$ cat src/rtl/mlbt_pkg.sv
// Shared constants, types and codes of the learning bridge address table.
package mlbt_pkg;

    localparam int TABLE_ENTRIES = 64;
    localparam int MAX_PORTS     = 16;
    localparam int IDX_W         = $clog2(TABLE_ENTRIES);
    localparam int CNT_W         = IDX_W + 1;
    localparam int MAC_W         = 48;
    localparam int PORT_W        = 4;
    localparam int TIME_W        = 32;
    localparam int PORT_CMP_W    = 9;
    localparam logic [TIME_W-1:0] AGE_RESET = 32'd10000;

    localparam logic MODE_FRAME = 1'b0;
    localparam logic MODE_TICK  = 1'b1;

    typedef struct packed {
        logic [MAC_W-1:0]  mac;
        logic [PORT_W-1:0] port;
        logic [TIME_W-1:0] stamp;
    } t_entry;

    localparam int ENTRY_W = $bits(t_entry);

    typedef struct packed {
        logic dst_hit;
        logic src_known;
        logic expired;
    } t_unit_res;

endpackage

$ cat src/rtl/mlbt_entry_unit.sv
// Shared compare unit that checks one table entry against the current word.
module mlbt_entry_unit (
    input  mlbt_pkg::t_entry                 i_entry,
    input  logic                             i_entry_valid,
    input  logic [mlbt_pkg::MAC_W-1:0]       i_dst_mac,
    input  logic [mlbt_pkg::MAC_W-1:0]       i_src_mac,
    input  logic [mlbt_pkg::PORT_W-1:0]      i_in_port,
    input  logic [mlbt_pkg::TIME_W-1:0]      i_time,
    input  logic [mlbt_pkg::TIME_W-1:0]      i_age_limit,
    output mlbt_pkg::t_unit_res              o_res
);
    import mlbt_pkg::*;

    logic [TIME_W-1:0] age;

    always_comb begin
        age             = i_time - i_entry.stamp;
        o_res.dst_hit   = i_entry_valid && (i_entry.mac == i_dst_mac);
        o_res.src_known = i_entry_valid && (i_entry.mac == i_src_mac)
                          && (i_entry.port == i_in_port);
        o_res.expired   = i_entry_valid && (age > i_age_limit);
    end

endmodule

$ cat config.mk
export PLATFORM = sky130hd
export DESIGN_NAME = mlbt_entry_unit
export DESIGN_NICKNAME = d
export VERILOG_FILES = /design/src/rtl/mlbt_pkg.sv /design/src/rtl/mlbt_entry_unit.sv
export SDC_FILE = /design/constraint.sdc
export NUM_CORES = 1
export LEC_CHECK = 0
export BUFFER_PORTS_ARGS = -buffer_cell sky130_fd_sc_hd__buf_2
export CAP_MARGIN = 25
export CORE_AREA = 2 2 97 99
export DETAILED_ROUTE_END_ITERATION = 6
export DIE_AREA = 0 0 99 101
export PLACE_DENSITY = 0.8
export RECOVER_POWER = 50
export SYNTH_ARGS = -nofsm -noshare
export SYNTH_HDL_FRONTEND = slang
export SYNTH_SLANG_ARGS = --single-unit
export TNS_END_PERCENT = 100
$ cat constraint.sdc
create_clock -name vclk -period 6.7
set_input_delay 1.005 -clock vclk [all_inputs]
set_output_delay 1.005 -clock vclk [all_outputs]
set_load 0.01 [all_outputs]
# After elaboration in Yosys (flattened, before gate mapping)
# Index checks and enable logic that the tools add are counted.
dict set report op_classes {
  addsub 1
  mul 0
  n_div 0
  n_lt_le_gt_ge 1
  eq_ne 3
  n_shift 0
  n_mux 0
  bitwise 0
  n_reduce_logical 4
}
# operator count
set op_table {}
lappend op_table {{$eq A48 B48 Y1} 2}
lappend op_table {{$gt A32 B32 Y1} 1}
lappend op_table {{$sub A32 B32 Y32} 1}
lappend op_table {{$eq A4 B4 Y1} 1}
lappend op_table {{$logic_and A1 B1 Y1} 4}
dict set report word_totals {
  reg_bits 0
  latch_bits 0
  ramBits 0
  rom_bits 0
  input_bits 249
  output_inout_bits 3
  wordCells 9
  mem_count 0
}

# Logic depth before layout (Yosys ltp)
# Gate-level depths: netlist (run 1).
dict set report logic_depth {
  word_depth 3
  depth_mapped 18
  depth_no_buf 18
}

# Worst setup path before layout (run 1)
# Ideal clock, no wire load.
dict set report synth_timing {
  path_kind {input port to output port}
  startpoint {input i_entry[4] (netlist bit)}
  endpoint {output o_res[0] (netlist bit)}
  t_arrival_ns 4.325
  required_time_ns 5.695
  path_slack_ns 1.370
  stages 16
  path_buffers 0
  path_cell_list {inv_1 -> ha_1 -> a21o_1 -> a31o_1 -> o21a_1 -> a211o_1 -> a31o_2 -> a311o_1 -> xor2_1 -> ha_1 -> a21o_1 -> a21o_1 -> a21oi_1 -> o22ai_1 -> a2111oi_0 -> a21oi_1}
}
# item line_no
set synth_rtl {}
lappend synth_rtl {{start, declared} mlbt_entry_unit.sv:3} ;# input mlbt_pkg::t_entry i_entry,
lappend synth_rtl {{end, declared} mlbt_entry_unit.sv:10} ;# output mlbt_pkg::t_unit_res o_res

==> results of run 1 <==
## how the worst max path moves through the flow
stage / start / slack, ps / endpoint
floorplan: i_entry[4] / 1370 / o_res[0]
global placement: i_entry[4] / 810 / o_res[0]
detailed placement: i_entry[4] / 760 / o_res[0]
CTS: i_entry[4] / 740 / o_res[0]
global route: i_time[0] / 390 / o_res[0]
finish: i_entry[4] / 770 / o_res[0]
## layout by cell type, fill, tap and decap left out, types with 13 or more instances in the layout
cell / count
buf_2: 251
inv_1: 85
xnor2_1: 74
ha_1: 63
a21oi_1: 38
xor2_1: 37
nand4_1: 26
nand2_1: 24
a21o_1: 21
nor2_1: 18
o21ai_0: 18
o21a_1: 14
nor4_1: 13
## layer usage
metal / part of all wire, % / routed length [µm] / GRT usage (%) / vias to the layer above
met1: 38 / 4840 / 27.5 / 1979
li1: - / - / - / 2372
met5: 0 / 0 / 0 / -
met4: 3.2 / 404 / 7.17 / 0
met3: 7.2 / 910 / 2.50 / 26
met2: 51 / 6460 / 46.1 / 202
## logic make-up after synthesis
logic type                 count (synthesis)  share of synthesized area [%]
xor gates and xnor gates                 111                           26.2
buffers and inverters                     91                           9.19
adders and majority gates                 64                           21.8
AOI/OAI and AO/OA                        145                           26.7
and+or+nand+nor                          114                           15.9
muxes                                      1                          0.269
## per-stage QoR
step	worst slack, ps	std cells	area [µm²]
6_report	771	883	5090
5_1_grt	388	883	5090
4_1_cts	740	883	5090
3_5_place_dp	755	883	5090
3_3_place_gp	812	883	5090
2_1_floorplan	1370	526	3720
## power groups by stage
stage / clock network [mW] / registers, mW / logic, mW
floorplan: 0 / 0 / 0.283
global placement: 0 / 0 / 0.430
detailed placement: 0 / 0 / 0.436
CTS: 0 / 0 / 0.439
global route: 0 / 0 / 0.492
finish: 0 / 0 / 0.439
## cell type report
class / count / share of cell area, %
repair buffers: 252 / 24.7
inverters: 85 / 6.27
multi-input cells: 435 / 66.3
well taps: 111 / 2.73
==> impl_results.md, run 1 <==
* Area of the multi-input gates at between 0.003 and 0.004 mm²
* DR WL/cell at around 14 µm
* Overflow after GRT at 0
* Fraction of power consumed by sequential logic at 0%
* Max-slew violation count at 0
* Unrepaired setup endpoints after global routing: false
* Vias in the first global route at about 4500
* Nets@finish at ~1100
* First-pass GRT wire length at between 15000 and 20000 µm
* Clk network pwr share at 0%
* Data required time of the worst path at 5690 ps
* Number of clock buffers in the layout at 0
* Largest cells by area after synthesis: ha_1 21%, xnor2_1 17%, xor2_1 8.7%, inv_1 8.6%, a21oi_1 5.1%
* Drt drc at 0
* Initial Util at between 40% and 50%
* Worst-path cell chain: buf_2 > inv_1 > ha_1 > a21o_1 > a31o_1 > o21a_1 > a211o_1 > a31o_2 > a311o_1 > xor2_1 > ha_1 > a21o_1 > a21o_1 > a21oi_1 > o22ai_1 > a2111oi_0 > a21oi_1 > buf_2
* Hold Path Sink: o_res[2]
* FF+latch count at 0
* Static leakage at 2.78 nW
* Post-synth top area share at approximately a fifth
* Largest net degree at the start of global routing at 10
* Mapped Cells at around 530
* Tcrit/Tclk final at 88.5%
* Area leader, netlist: ha_1
* Crit path buffers/inverters at 3
* Pwr Density at 86.2 mW/mm²
* Crit path max-delay family: compound AO/OA/AOI/OAI gates
* Syn_area_per_cell at approximately 7.1 µm²
* Fmax at roughly 170 MHz
* Core Util, Final at a little under three fifths
* Diode count at 0
* 1st-iter DRT viols at 127
* Levels on crit path at 18
* Quantity of gates resized following cts at 0
* Layout cell share with drive strength beyond 1 at around a third
* Die width at between 90 and 100 µm
* Seq/Total Area, Yosys at 0%
* Hold path start: i_entry[42]
* Peak supply drop at between 0.03 and 0.04 mV
* Most frequent CP cell: a21o_1
* Crit path capture type: output port
* Most common cell in the netlist: inv_1
* Slowest stage delay, CP at ~460 ps
* # rows at 35
* Post-CTS Setup Inserts at 0
* Worst hold stages at 3
* Commonest cells post-synth: 85 x inv_1, 74 x xnor2_1, 63 x ha_1, 38 x a21oi_1, 37 x xor2_1
* Headroom to the max-slew limit at between 60% and 70%
* Switching portion of total power at 50.7%
* Post-Route WL at about 13000 µm
* Total global-route track usage at 23.9%
* Buffers on Ports at approximately 250
* WHS at approximately 2300 ps
* Worst slew pin tran at around 530 ps
* Comb pwr share at 100.0%
* Core area at 0.00898 mm²
* Ys Warns at 0
* Sw Pwr at 0.222 mW
* Crit-path slowest cell: a2111oi_0
* Fill count at approximately 900
* Setup TNS after final layout at 0 ps
* Maximum fanout along the worst path at 5
* Synthesized net count at 839
* Hold-fix buffers, CTS at 0
* Gpl congestion at 0.992
* Post-Synthesis Cell Area at around 0.0037 mm²
* Storage cell area at 0 µm²
* Layout area overhead at 37.0%
* Critical Path AT at 4920 ps
* Die height at 101 µm
* First-pass DRT Iterations at 4
* Ports at about 250
* Total Power at 0.439 mW
* Status: complete, no violations
* Routed vias at between 4000 and 5000
* Final setup fails at 0
* Final antenna-violating net count at 0
* Synth cell types at about 50
* Max_cap viols at 0
* P_int at 0.216 mW
* Die area at 0.0100 mm²
* Startpoint Class: input pin
* Via/cell ratio at between 5 and 6
* HP Class: in -> out
* Path type of the worst setup path: in -> out
* Antenna violations before repair at 0
* Fin crit period at 5930 ps
* HPWL after DPL at approximately 12000 µm
* Final Hold Fails at 0
No activity file was read; power rests on OpenSTA's default activity.
==> run 2: changes to the inputs <==
--- a/config.mk
+++ b/config.mk
@@ -8,8 +8,8 @@
 export BUFFER_PORTS_ARGS = -buffer_cell sky130_fd_sc_hd__buf_2
 export CAP_MARGIN = 25
-export CORE_AREA = 2 2 97 99
+export CORE_MARGIN = 2
+export CORE_UTILIZATION = 40
 export DETAILED_ROUTE_END_ITERATION = 6
-export DIE_AREA = 0 0 99 101
-export PLACE_DENSITY = 0.8
+export PLACE_DENSITY = 0.81
 export RECOVER_POWER = 50
 export SYNTH_ARGS = -nofsm -noshare
==> constraint.sdc (replaced) <==
create_clock -name vclk -period 4.8
set_input_delay 0.24 -clock vclk [all_inputs]
set_output_delay 0.24 -clock vclk [all_outputs]
set_load 0.01 [all_outputs]
==> run 2 against run 1 <==
Against the previous run: cell count unchanged; combinational power increased by 40%; die area increased by 0.78%; largest power group unchanged; critical path depth unchanged; first-iteration DRC count decreased by 20%; global-route usage increased by 0.83 points; via count increased by 1.4%; non-clock buffer count unchanged; worst hold slack got worse by 1500 ps; flip-flop and latch count unchanged; sequential share of layout area unchanged.
==> impl_results.md, run 2 (synthesis gave the netlist of run 1 again) <==
* Status: complete, no violations
* Initial Util at 40.8%
* DR WL/cell at approximately 15 µm
* Post-Route WL at ~13000 µm
* Final antenna-violating net count at 0
* # rows at 35
* Quantity of gates resized following cts at 0
* Largest net degree at the start of global routing at 10
* Fraction of power consumed by sequential logic at 0%
* Overflow after GRT at 0
* Worst slew pin tran at 548 ps
* 1st-iter DRT viols at 101
* Number of clock buffers in the layout at 0
* Commonest non-fill, non-tap cell in the layout: buf_2
* Max-slew violation count at 0
* Peak supply drop at 0.0478 mV
* Hold Path Sink: o_res[0]
* Critical Path AT at about 4000 ps
* Antenna violations before repair at 1
* Setup TNS after final layout at 0 ps
* Tcrit/Tclk final at between 80 and 90%
* Maximum fanout along the worst path at 5
* Startpoint Class: input pin
* Die area at between 0.01 and 0.015 mm²
* Hold-fix buffers, CTS at 0
* Layout area overhead at 37.0%
* Max_cap viols at 0
* Fmax at 236 MHz
* HPWL after DPL at 12000 µm
* Via/cell ratio at 5.26
* Die width at 100 µm
* FF+latch count at 0
* P_int at around 0.30 mW
* Sw Pwr at 0.312 mW
* Vias in the first global route at roughly 4600
* Storage cell area at 0 µm²
* Pwr Density at around 120 mW/mm²
* Crit path capture type: output port
* Drt drc at 0
* Total global-route track usage at about a quarter
* Comb pwr share at between 90% and 100%
* Non-filler cells, final at just under 900
* Path type of the worst setup path: in -> out
* Core area at 0.00911 mm²
* Fill count at approximately 920
* Final instance area at 0.00509 mm²
* Diode count at 0
* Die height at roughly 100 µm
* Post-CTS Setup Inserts at 0
* Fin crit period at ~4200 ps
* Dpl cells at 883
* Ports at about 250
* Hold path start: i_entry_valid
* Nets@finish at between 1000 and 1500
* Routed vias at roughly 4600
* Final Hold Fails at 0
* First-pass DRT Iterations at 4
* Layout cell share with drive strength beyond 1 at approximately a third
* Most frequent cells in the layout: 251 x buf_2, 85 x inv_1, 74 x xnor2_1, 63 x ha_1, 38 x a21oi_1
* Worst hold stages at 4
* Placed cell area at just over 0.005 mm²
* Buffers on Ports at about 250
* Clk network pwr share at 0%
* Switching portion of total power at 50.9%
* Headroom to the max-slew limit at between 60% and 70%
* First-pass GRT wire length at roughly 20000 µm
* Static leakage at roughly 2.8 nW
* Unrepaired setup endpoints after global routing: false
* HP Class: in -> out
* Final setup fails at 0
* Data required time of the worst path at roughly 4600 ps
* Gpl congestion at around 0.93
==> run 2: cell counts in the layout (fill, tap and decap cells not counted) <==
No cell type changed its count.
==> run 2: critical path, stage by stage <==
cell,delay (ps)
buf_2,80
inv_1,30
ha_1,350
a21o_1,250
a31o_1,210
o21a_1,230
a211o_1,320
a31o_2,280
a311o_1,360
xor2_1,150
ha_1,300
a21o_1,160
a21o_1,160
a21oi_1,140
o22ai_1,90
a2111oi_0,360
a21oi_1,110
buf_2,160
==> run 2: layout make-up <==
class                           instances  area (µm²)  area share [%]
Multi-Input combinational cell        435        3370            66.3
Timing Repair Buffer                  252        1260            24.7
Tap cell                              111         139            2.73
Inverter                               85         319            6.27
==> run 2: layer usage <==
layer	vias up	track usage (%)	share of wire, %
met5	-	0	0
met4	0	9.38	4.0
met3	32	2.30	6.0
met2	183	46.7	50
met1	2058	28.5	40
li1	2371	-	-
==> run 2: how the worst max path moves through the flow <==
stage	to	cells past startpoint	slack, ps	startpoint
2_1_floorplan	o_res[0]	16	1000	i_entry[4]
3_3_place_gp	o_res[0]	18	660	i_entry[4]
3_5_place_dp	o_res[0]	18	560	i_entry[4]
4_1_cts	o_res[0]	18	560	i_entry[4]
5_1_grt	o_res[0]	20	230	i_time[0]
6_report	o_res[0]	18	570	i_entry[4]
==> run 2: power by group through the flow <==
| stage | logic [mW] | clock network (mW) | registers (mW) |
|---|---|---|---|
| floorplan | 0.394 | 0 | 0 |
| global placement | 0.600 | 0 | 0 |
| detailed placement | 0.608 | 0 | 0 |
| CTS | 0.611 | 0 | 0 |
| global route | 0.688 | 0 | 0 |
| finish | 0.613 | 0 | 0 |
==> run 2: stage by stage <==
step	worst slack, ps	hold slack (ps)	utilization [%]	power (mW)
3_3_place_gp	658	846	55.9	0.600
2_1_floorplan	1000	571	-	0.394
4_1_cts	556	850	55.9	0.611
5_1_grt	233	889	55.9	0.688
6_report	567	842	55.9	0.613
3_5_place_dp	564	849	55.9	0.608
