===== config.mk =====
export PLATFORM = sky130hd
export DESIGN_NAME = mlbt_ram
export DESIGN_NICKNAME = d
export VERILOG_FILES = /design/src/rtl/mlbt_ram.sv
export SDC_FILE = /design/constraint.sdc
export NUM_CORES = 1
export LEC_CHECK = 0
export ABC_AREA = 0
export BUFFER_PORTS_ARGS = -buffer_cell sky130_fd_sc_hd__buf_2
export CAP_MARGIN = 25
export CELL_PAD_IN_SITES_DETAIL_PLACEMENT = 1
export CELL_PAD_IN_SITES_GLOBAL_PLACEMENT = 1
export CORE_MARGIN = 4
export CORE_UTILIZATION = 53
export DETAILED_ROUTE_END_ITERATION = 8
export GPL_TIMING_DRIVEN = 0
export HOLD_SLACK_MARGIN = 0.06
export PLACE_DENSITY_LB_ADDON = 0.1
export SKIP_LAST_GASP = 1
export SLEW_MARGIN = 20
export SYNTH_ARGS = -nofsm -noshare
export SYNTH_HDL_FRONTEND = slang
export SYNTH_SLANG_ARGS = --single-unit

===== constraint.sdc =====
create_clock -name i_clk -period 1.8 [get_ports i_clk]
set_input_delay 0.18 -clock i_clk [delete_from_list [all_inputs] [get_ports i_clk]]
set_output_delay 0.18 -clock i_clk [all_outputs]
set_load 0.02 [all_outputs]

===== src/rtl/mlbt_ram.sv =====
// Generic single write port, single read port RAM with registered read data.
module mlbt_ram #(
    parameter int WIDTH = 8,
    parameter int DEPTH = 16
) (
    input  logic                     i_clk,
    input  logic                     i_we,
    input  logic [$clog2(DEPTH)-1:0] i_waddr,
    input  logic [WIDTH-1:0]         i_wdata,
    input  logic [$clog2(DEPTH)-1:0] i_raddr,
    output logic [WIDTH-1:0]         o_rdata
);

    logic [WIDTH-1:0] r_mem [DEPTH];
    logic [WIDTH-1:0] r_rdata;

    always_ff @(posedge i_clk) begin
        if (i_we) begin
            r_mem[i_waddr] <= i_wdata;
        end
        r_rdata <= r_mem[i_raddr];
    end

    assign o_rdata = r_rdata;

endmodule


## Yosys cells after proc, flatten, opt, wreduce, memory -nomap -nowiden

Memories as Yosys holds them, arrays and structs flattened. A register that Yosys moved wholly into a read port is not among the register bits.
Cells that the tools add are included.

| operators by class | value |
|---|---|
| mux-type cells | 2 |

Operator list:

| kind | count |
|---|---|
| two-way mux 1 bit | 2 |

| storage, ports and cells | value |
|---|---|
| memories | 1 |
| word-level logic and storage cells | 3 |
| RAM bits | 128 |
| output and inout bits | 8 |
| register bits | 0 |

Memories:

| memory | depth | bits a word | read ports | clocked after memory_dff | write ports | RTL line | RTL |
|---|---|---|---|---|---|---|---|
| r_mem | 16 | 8 | 1 | 1 | 1 | 14 | `logic [WIDTH-1:0] r_mem [DEPTH];` |

## Logic depth before layout (Yosys ltp)

Gate-level depths: netlist of the first run.

| depth | value |
|---|---|
| depth in word-level cells | 2 |
| gate-level depth with buffers | 5 |

## Worst setup path after synthesis of the first run

Ideal clock, no wire load.

| timing | value |
|---|---|
| path kind | in2reg |
| from | in i_waddr[2] |
| to | mem r_mem[0][0], enable pin |
| arrival | 1.290 ns |
| setup slack | 0.127 ns |
| stages | 2 |
| setup time | 0.383 ns |
| buffers on the path | 0 |
| data required time | 1.417 ns |
| cells stage by stage | or3b_2 nor3_1 |

RTL lines:

| item | RTL line | RTL |
|---|---|---|
| start, declared | 8 | `input logic [$clog2(DEPTH)-1:0] i_waddr,` |
| end, declared | 14 |  |

Straight into the memory's write port.

==> summary.txt, run 1 <==
outcome - completed
Synth cell types - 19
largest net degree at the start of global routing - 17
Pwr per Cell Area - 1200 mW/mm^2
row cnt - 35
first-pass GRT wire length - 16900 um
# DRC - 0
grt ovf - 0
Mapped Cells - 229
DIE WIDTH - 107 um
Cell Area, Synth - 0.00515 sq mm
M3 GR Usage - 5.28%
Worst Tran Pin Value - 0.917 ns
core area - 0.00933 sq mm
starting density of the core - 55.2%
Setup TNS - 0 ns
Pleak - 2.03 nW
H-tree depth - 4
Pre-Repair DR Iteration Count - 4
cell area after layout - 0.00606 sq mm
initial DRC count - 216
initial antenna violation count - 0
hpwl dp - 6550 um
PnR Total Power - 7.29 mW
CP required - 2.20 ns
CTS tree - done
Die Ht - 107 um
crit path DAT - 1.85 ns
CTS resizes - 0
WL/cell - 26.4 um
# setup viols final - 0
worst setup path start - r_mem[5][2]
Antenna Cells - 0
worst setup margin - 0.357 ns
I/O Buffers - 24
CP startpoint kind - flop
gr busiest metal - met2
Crit. End Element - flop
CTS root buf - clkbuf_8
clk_lat worst skew - 0.52 ns
DIE AREA - 0.0114 sq mm
RSZ-0062 raised after global routing - false
met2 GRT Util - 33.4%
fin nets - 293
Hold Path Class - in2reg
FMAX - 0.693 GHz
Clock transition at path regs - 0.06 ns
share of cells above drive strength 1 - 30.2%
worst vdd ir - 0.624 mV
maxcap violations - 0
routed vias - 2449
final max-slew violation count - 0
syn_nets - 247
FF+latch count, synth - 136
R2R Path Start - r_mem[5][2]
vias in the first global route - 2600
area after detailed placement - 0.00545 sq mm
CTS Buf Count - 17
most area-consuming cells after synthesis - edfxtp_1 75%, mux4_2 7.9%, mux4_1 7.1%
synth warn - 0
Crit Path Category - reg2reg
Final Hold Violating Endpoints - 0
I/O Pins - 26
vias per cell - 5.87
GRT Util Overall - 21.6%
syn_area_per_cell - 22.5 sq um
fin crit period - 1.44 ns
P&R area growth vs syn - 17.7%
post-route ant nets - 0
min-delay src - i_wdata[5]
Fin Hold WS - 0.0744 ns
Place WS - -0.0983 ns
period utilization - 80.1%
Max-slew headroom - 38.6%
Max Root-Sink Buffers - 2
Seq/Total Area, Yosys - 77.8%
crit-path max FO - 1
Yosys top cell area share - 74.7%
clk sinks - 136
gpl congestion - 0.685
Worst Clk Skew - 0.00694 ns
Yosys top cell by area - edfxtp_1
GR Util met1 - 30.8%
drt total wl - 11000 um
==> area by class of cell <==
cell class	instances	area [sq um]
Sequential cell	136	4000
Clock buffer	20	435
Tap cell	129	161
Fill cell	783	3270
Clock inverter	12	143
Buffer	10	86.3
Timing Repair Buffer	27	150
Multi-Input combinational cell	83	1080
==> where the power goes <==
group	switching (mW)	internal [mW]	total (mW)	leakage, nW
clock network	1.33	2.03	3.36	0.269
registers	0.0188	3.54	3.56	1.22
logic	0.232	0.146	0.378	0.532
==> routing by layer <==
layer,part of all wire [%],up-vias,wire (um)
li1,-,1066,-
met1,44,1293,4840
met2,49,71,5390
met3,5.4,19,592
met4,1.6,0,180
met5,0,-,0
==> layout by cell type (no fill, tap or decap), types with 2 or more instances in the layout <==
cell type / n
buf_2: 27
clkinv_4: 2
nand2b_1: 2
clkbuf_16: 16
inv_6: 4
clkbuf_1: 2
nand3b_1: 2
dfxtp_1: 8
nor2_1: 13
edfxtp_1: 128
nor3_2: 4
buf_6: 3
clkbuf_8: 2
mux4_1: 14
mux4_2: 18
nand2_1: 9
bufinv_16: 2
a22oi_1: 16
clkinvlp_4: 4
dlygate4sd3_1: 3
clkdlybuf4s25_2: 3
==> sequential cells by signal, indices dropped and copies added (netlist names) <==
name     cells
o_rdata      8
r_mem      128
==> metrics by stage <==
step,util [%],cells
2_1_floorplan,-,229
3_3_place_gp,58.2,382
3_5_place_dp,58.4,382
4_1_cts,64.9,417
5_1_grt,64.9,417
6_report,64.9,417
==> Yosys cell counts <==
master           count
edfxtp_1           128
mux4_2              18
a22oi_1             16
mux4_1              14
nor2_1              13
nand2_1              9
dfxtp_1              8
nor3_1               4
buf_2                3
buf_6                3
clkdlybuf4s25_2      3
nand2b_1             2
nand3b_1             2
and2_1               1
and2b_1              1
buf_4                1
nand3_1              1
nor2b_1              1
or3b_2               1
==> logic make-up (layout without fill, tap and decap cells) <==
logic type | Yosys count | count (layout) | share of synthesized area, %
simple gates | 35 | 35 | 3.18
compound gates | 16 | 16 | 2.33
flops | 136 | 136 | 77.8
mux | 32 | 32 | 15.0
buf+inv | 10 | 69 | 1.68
==> worst max-delay path, stage by stage, from the launching register on <==
cell and delay, ns:
edfxtp_1 0.36, mux4_1 0.62, a22oi_1 0.27, nand2_1 0.08
==> path summary, 6_finish.rpt <==
| path | to | depth (start not counted) | slack (ns) |
|---|---|---|---|
| worst max-delay path | o_rdata[2] | 3 | 0.36 |
| worst min-delay path | r_mem[14][5] | 1 | 0.07 |
| worst max register to register | o_rdata[2] | 3 | 0.36 |
| worst min register to register | o_rdata[3] | 3 | 0.69 |
==> repair_timing <==
item                                   4_1_cts  5_1_grt
endpoints found under the hold margin       38        0
buffers inserted                             0        0
hold buffers                                 3        0
setup endpoints to repair                    0        0
No activity file was read; power rests on OpenSTA's default activity.
==> inputs of run 2 (changes only) <==
Settings changed: CORE_UTILIZATION 53 to 48.
Clock period 1.8 ns to 1.3 ns, I/O delays scaled along.
==> run 2 against run 1 <==
Effect of this change: the run now ends with setup timing left; worst setup slack got worse by 0.39 ns; power increased by 43%; combinational power increased by 49%; die area increased by 9.6%; sequential share of layout area decreased by 1.3 points; critical endpoint is now o_rdata[6]; largest cell class unchanged.
==> summary.txt, run 2 (synthesis gave the netlist of run 1 again) <==
final max-slew violation count - 0 (unchanged)
# DRC - 0 (unchanged)
crit-path max FO - 1 (unchanged)
H-tree depth - 4 (unchanged)
Setup TNS - -0.138 ns (was 0 ns)
failing checks - setup timing
share of cells above drive strength 1 - 37.5% (was 30.2%)
Fin Hold WS - 0.135 ns (was 0.0744 ns)
Max-slew headroom - 44.0% (was 38.6%)
core area - 0.0104 sq mm (was 0.00933 sq mm)
maxcap violations - 0 (unchanged)
worst setup path start - r_mem[12][6] (was r_mem[5][2])
P&R area growth vs syn - 20.1% (was 17.7%)
Sequential Power Share - 47.3% (was 48.8%)
CP Cell Sequence - mux4_2, a22oi_2, nand2_1 (was mux4_1, a22oi_1, nand2_1)
Pwr per Cell Area - 1690 mW/mm^2 (was 1200 mW/mm^2)
CTS root buf - clkbuf_8 (unchanged)
clk sinks - 136 (unchanged)
Die Ht - 112 um (was 107 um)
# setup viols final - 10 (was 0)
Max Root-Sink Buffers - 2 (unchanged)
R2R Path Start - r_mem[12][6] (was r_mem[5][2])
grt ovf - 0 (unchanged)
NetSw - 2.00 mW (was 1.58 mW)
crit path DAT - 1.72 ns (was 1.85 ns)
Final Hold Violating Endpoints - 0 (unchanged)
period utilization - 102% (was 80.1%)
clock share of power - 47.3% (was 46.0%)
Switching Fraction - 19.2% (was 21.6%)
slowest cell on the critical path - mux4_2 (was mux4_1)
Place WS - -0.584 ns (was -0.0983 ns)
most frequent cells in the layout - 128 x edfxtp_1, 29 x mux4_2, 27 x buf_2, 16 x clkbuf_16 (was 128 x edfxtp_1, 27 x buf_2, 18 x mux4_2, 16 x a22oi_1, 16 x clkbuf_16)
Pleak - 2.04 nW (was 2.03 nW)
Reg with most FFs - r_mem (unchanged)
I/O Buffers - 24 (unchanged)
Crit Path Category - reg2reg (unchanged)
max reg flops - 128 (unchanged)
worst setup margin - -0.0304 ns (was 0.357 ns)
first-pass GRT wire length - 16600 um (was 16900 um)
outcome - finished with violations (was completed)
FF-to-FF End - o_rdata[6] (was o_rdata[2])
I/O Pins - 26 (unchanged)
Cell Int Power - 8.43 mW (was 5.71 mW)
initial DRC count - 132 (was 216)
fin crit period - 1.33 ns (was 1.44 ns)
largest net degree at the start of global routing - 17 (unchanged)
CP required - 1.69 ns (was 2.20 ns)
Clock transition at path regs - 0.06 ns (about the same)
DIE AREA - 0.0124 sq mm (was 0.0114 sq mm)
combinational fraction of design power - 5.4% (was 5.2%)
WL/cell - 25.4 um (was 26.4 um)
hpwl dp - 6650 um (was 6550 um)
post-route ant nets - 0 (unchanged)
fin nets - 298 (was 293)
row cnt - 37 (was 35)
CP max stage delay - 0.53 ns (was 0.62 ns)
clk_lat worst skew - 0.52 ns (about the same)
CTS tree - done (unchanged)
GRT Util Overall - 18.9% (was 21.6%)
vias per cell - 5.75 (was 5.87)
WHS Path Cells - 4 (was 1)
Worst Clk Skew - 0.00751 ns (was 0.00694 ns)
DIE WIDTH - 112 um (was 107 um)
gpl congestion - 0.726 (was 0.685)
hold endpoint - o_rdata[7] (was r_mem[14][5])
RSZ-0062 raised after global routing - true (was false)
starting density of the core - 49.6% (was 55.2%)
min-delay src - i_raddr[0] (was i_wdata[5])
CP startpoint kind - flop (unchanged)
drt total wl - 10900 um (was 11000 um)
Worst Tran Pin Value - 0.837 ns (was 0.917 ns)
R2R depth - 3 (unchanged)
worst vdd ir - 0.893 mV (was 0.624 mV)
Crit. End Element - flop (unchanged)
routed vias - 2468 (was 2449)
Antenna Cells - 0 (unchanged)
vias in the first global route - 2650 (was 2600)
Pre-Repair DR Iteration Count - 4 (unchanged)
FMAX - 0.752 GHz (was 0.693 GHz)
commonest non-fill, non-tap cell in the layout - edfxtp_1 (unchanged)
reg2reg setup slack - -0.03 ns (was 0.36 ns)
CTS Buf Count - 17 (unchanged)
initial antenna violation count - 0 (unchanged)
Hold Path Class - in2reg (unchanged)
## run 2: changes by cell type in the layout (fill, tap and decap cells not counted), moves of 5 or more
cell / delta
mux4_2: +11
a22oi_2: +12
a22oi_1: -12
mux4_1: -11
dlygate4sd3_1: +5
## run 2: critical path: cells and delay by family (launching register included)
kind               cells  cell delay, ns
and+or+nand+nor        1            0.08
AOI/OAI and AO/OA      1            0.20
muxes                  1            0.53
DFF                    1            0.39
## run 2: per-layer routing
metal | routed length (um) | vias up | track usage (%) | part of all wire (%)
li1 | - | 1062 | - | -
met1 | 5090 | 1326 | 27.0 | 47
met2 | 5240 | 68 | 28.7 | 48
met3 | 430 | 12 | 5.16 | 3.9
met4 | 122 | 0 | 6.08 | 1.1
met5 | 0 | - | 0 | 0
## run 2: area by class of cell
type / count / area [sq um]
plain buffers: 10 / 86.3
clock buffers: 23 / 477
clock inverters: 9 / 144
fillers: 891 / 4190
multi-input cells: 83 / 1100
flip-flops and latches: 136 / 4000
well taps: 136 / 170
repair buffers: 32 / 200
## run 2: power groups by stage
stage | sequential (mW) | clock, mW | combinational (mW)
global route | 4.94 | 5.27 | 0.606
global placement | 5.01 | 0 | 0.503
floorplan | 5.05 | 0 | 0.250
finish | 4.93 | 4.94 | 0.563
detailed placement | 5.02 | 0 | 0.515
CTS | 4.93 | 5.02 | 0.555
## run 2: through the flow
step	cells	utilization [%]	cell area, sq um	total power, mW
after floorplan	229	-	5160	5.30
after global placement	389	52.6	5450	5.51
after detailed placement	389	52.6	5460	5.53
after CTS	429	59.6	6180	10.5
after global routing	429	59.6	6180	10.8
final	429	59.6	6180	10.4
## run 2: worst max-delay path by stage
stage | cells after the start | endpoint | slack [ns]
detailed placement | 3 | r_mem[2][0] | -0.58
finish | 3 | o_rdata[6] | -0.03
floorplan | 2 | r_mem[3][0] | -0.1
global placement | 3 | r_mem[2][0] | -0.58
global route | 3 | r_mem[0][7] | -0.06
CTS | 3 | o_rdata[5] | -0.04
## run 2: what timing repair did
item,4_1_cts,5_1_grt
buffers inserted,0,0
hold buffers,8,0
pin swaps,5,6
resized for setup,11,13
endpoints found under the hold margin,128,0
setup endpoints to repair,16,31
gates cloned,0,0
==> inputs of run 3 (changes only) <==
Settings changed: CELL_PAD_IN_SITES_DETAIL_PLACEMENT 1 to not set, CELL_PAD_IN_SITES_GLOBAL_PLACEMENT 1 to not set, CORE_UTILIZATION 48 to 54, PLACE_DENSITY set to 0.74, PLACE_DENSITY_LB_ADDON 0.1 to not set.
==> run 3 against run 2 <==
Effect of this change: critical path depth unchanged; the flow still finishes with violations (setup timing); highest routed layer unchanged; worst hold slack worse by 0.012 ns; die area down 10%; power down 7.8%; global-route usage up 0.27 points; final cell count down 1.9%; critical endpoint is now o_rdata[2]; utilization up 6.1 points; clock skew down 0.0019 ns.
==> summary.txt, run 3 (synthesis gave the netlist of run 1 again) <==
core area - 0.00924 sq mm (was 0.0104 sq mm)
most frequent cells in the layout - 128 x edfxtp_1, 27 x buf_2, 23 x mux4_2, 16 x clkbuf_16, 12 x nor2_1 (was 128 x edfxtp_1, 29 x mux4_2, 27 x buf_2, 16 x clkbuf_16)
Final Hold Violating Endpoints - 0 (unchanged)
worst setup margin - -0.0218 ns (was -0.0304 ns)
grt ovf - 0 (unchanged)
Place WS - -0.511 ns (was -0.584 ns)
first-pass GRT wire length - 15000 um (was 16600 um)
min-delay src - i_raddr[1] (was i_raddr[0])
P&R area growth vs syn - 17.9% (was 20.1%)
Antenna Cells - 0 (unchanged)
CP endpoint - o_rdata[2] (was o_rdata[6])
final core occ - 65.7% (was 59.6%)
row cnt - 35 (was 37)
maxcap violations - 0 (unchanged)
Crit Path Category - reg2reg (unchanged)
Cell Int Power - 7.73 mW (was 8.43 mW)
R2R depth - 3 (unchanged)
Reg with most FFs - r_mem (unchanged)
share of cells above drive strength 1 - 32.2% (was 37.5%)
CP required - 1.70 ns (was 1.69 ns)
period utilization - 102% (about the same)
hpwl dp - 5910 um (was 6650 um)
clock share of power - 43.1% (was 47.3%)
Pwr per Cell Area - 1580 mW/mm^2 (was 1690 mW/mm^2)
Placed Cells - 382 (was 389)
CP startpoint kind - flop (unchanged)
H-tree depth - 4 (unchanged)
vias in the first global route - 2519 (was 2650)
DIE WIDTH - 106 um (was 112 um)
gpl congestion - 0.751 (was 0.726)
clk_lat worst skew - 0.51 ns (was 0.52 ns)
GRT Util Overall - 19.2% (was 18.9%)
Max-slew headroom - 46.3% (was 44.0%)
crit path DAT - 1.72 ns (about the same)
buffers inserted by post-CTS timing repair - 0 (unchanged)
RSZ-0062 raised after global routing - true (unchanged)
I/O Buffers - 24 (unchanged)
starting density of the core - 55.7% (was 49.6%)
# setup viols final - 10 (unchanged)
CTS root buf - clkbuf_8 (unchanged)
Worst Tran Pin Value - 0.802 ns (was 0.837 ns)
routed vias - 2480 (was 2468)
WL/cell - 22.9 um (was 25.4 um)
initial antenna violation count - 0 (unchanged)
Switching Fraction - 19.7% (was 19.2%)
combinational fraction of design power - 5.6% (was 5.4%)
Sequential Power Share - 51.3% (was 47.3%)
drt total wl - 9650 um (was 10900 um)
commonest non-fill, non-tap cell in the layout - edfxtp_1 (unchanged)
FF-to-FF End - o_rdata[2] (was o_rdata[6])
Setup TNS - -0.0690 ns (was -0.138 ns)
fin nets - 298 (unchanged)
clk sinks - 136 (unchanged)
max reg flops - 128 (unchanged)
largest net degree at the start of global routing - 17 (unchanged)
Crit. End Element - flop (unchanged)
Worst Clk Skew - 0.00559 ns (was 0.00751 ns)
Max Root-Sink Buffers - 2 (unchanged)
failing checks - setup timing (unchanged)
non-filler cells, final - 421 (was 429)
crit-path max FO - 1 (unchanged)
Clock transition at path regs - 0.05 ns (was 0.06 ns)
worst vdd ir - 0.914 mV (was 0.893 mV)
FMAX - 0.757 GHz (was 0.752 GHz)
I/O Pins - 26 (unchanged)
final max-slew violation count - 0 (unchanged)
post-route ant nets - 0 (unchanged)
CTS Buf Count - 17 (unchanged)
vias per cell - 5.89 (was 5.75)
Pleak - 2.01 nW (was 2.04 nW)
NetSw - 1.89 mW (was 2.00 mW)
R2R Path Start - r_mem[6][2] (was r_mem[12][6])
worst setup path start - r_mem[6][2] (was r_mem[12][6])
initial DRC count - 238 (was 132)
reg2reg setup slack - -0.02 ns (was -0.03 ns)
Die Ht - 106 um (was 112 um)
CTS tree - done (unchanged)
outcome - finished with violations (unchanged)
fin crit period - 1.32 ns (was 1.33 ns)
Pre-Repair DR Iteration Count - 5 (was 4)
# DRC - 0 (unchanged)
Hold Path Class - in2reg (unchanged)
DIE AREA - 0.0112 sq mm (was 0.0124 sq mm)
-- run 3: changes by cell type in the layout (fill, tap and decap cells not counted) --
cell | before | now
mux4_1 | 3 | 9
mux4_2 | 29 | 23
a22oi_1 | 4 | 8
a22oi_2 | 12 | 8
clkbuf_1 | 2 | 6
bufinv_16 | 4 | 1
clkbuf_8 | 5 | 3
clkinv_1 | 1 | 2
clkinv_2 | 4 | 3
-- run 3: how the worst min path moves through the flow --
stage | endpoint | slack, ns | depth (start not counted)
floorplan | r_mem[0][0] | 0.23 | 0
global placement | r_mem[6][5] | 0.52 | 1
detailed placement | r_mem[7][5] | 0.54 | 1
CTS | o_rdata[0] | 0.07 | 4
global route | o_rdata[7] | 0.15 | 4
finish | o_rdata[0] | 0.12 | 4
-- run 3: power groups by stage --
stage / Clock (mW) / Combinational [mW] / Sequential, mW
finish: 4.15 / 0.539 / 4.93
global route: 4.41 / 0.579 / 4.94
CTS: 4.20 / 0.535 / 4.93
detailed placement: 0 / 0.496 / 5.02
global placement: 0 / 0.485 / 5.01
floorplan: 0 / 0.250 / 5.05
-- run 3: cell type report --
class | instances | area [sq um]
clock inverters | 6 | 52.6
fillers | 600 | 3170
repair buffers | 32 | 200
flip-flops and latches | 136 | 4000
plain buffers | 10 | 86.3
well taps | 129 | 161
multi-input cells | 83 | 1100
clock buffers | 25 | 464
-- run 3: metal layers --
layer  vias up  share of wire (%)  track usage, %
li1       1068                  -               -
met1      1267                 42            26.6
met2       125                 49            29.7
met3        20                7.0            4.29
met4         0                2.1            8.33
met5         -                  0               0
-- run 3: critical path, stage by stage, from the launching register on --
cell      delay, ns
edfxtp_1       0.36
mux4_1         0.55
a22oi_1        0.22
nand2_1        0.08
-- run 3: what timing repair did --
action | 4_1_cts | 5_1_grt
setup endpoints to repair | 8 | 40
gates resized for setup | 6 | 8
pin swaps | 3 | 1
gates cloned | 0 | 0
hold buffers | 8 | 0
hold endpoints to repair | 128 | 0
-- run 3: per-stage QoR --
| stage | instance area [sq um] | hold slack, ns | total power [mW] |
|---|---|---|---|
| 2_1_floorplan | 5160 | 0.229 | 5.30 |
| 3_3_place_gp | 5440 | 0.522 | 5.49 |
| 3_5_place_dp | 5450 | 0.543 | 5.51 |
| 4_1_cts | 6080 | 0.0732 | 9.66 |
| 5_1_grt | 6070 | 0.155 | 9.93 |
| 6_report | 6070 | 0.123 | 9.62 |
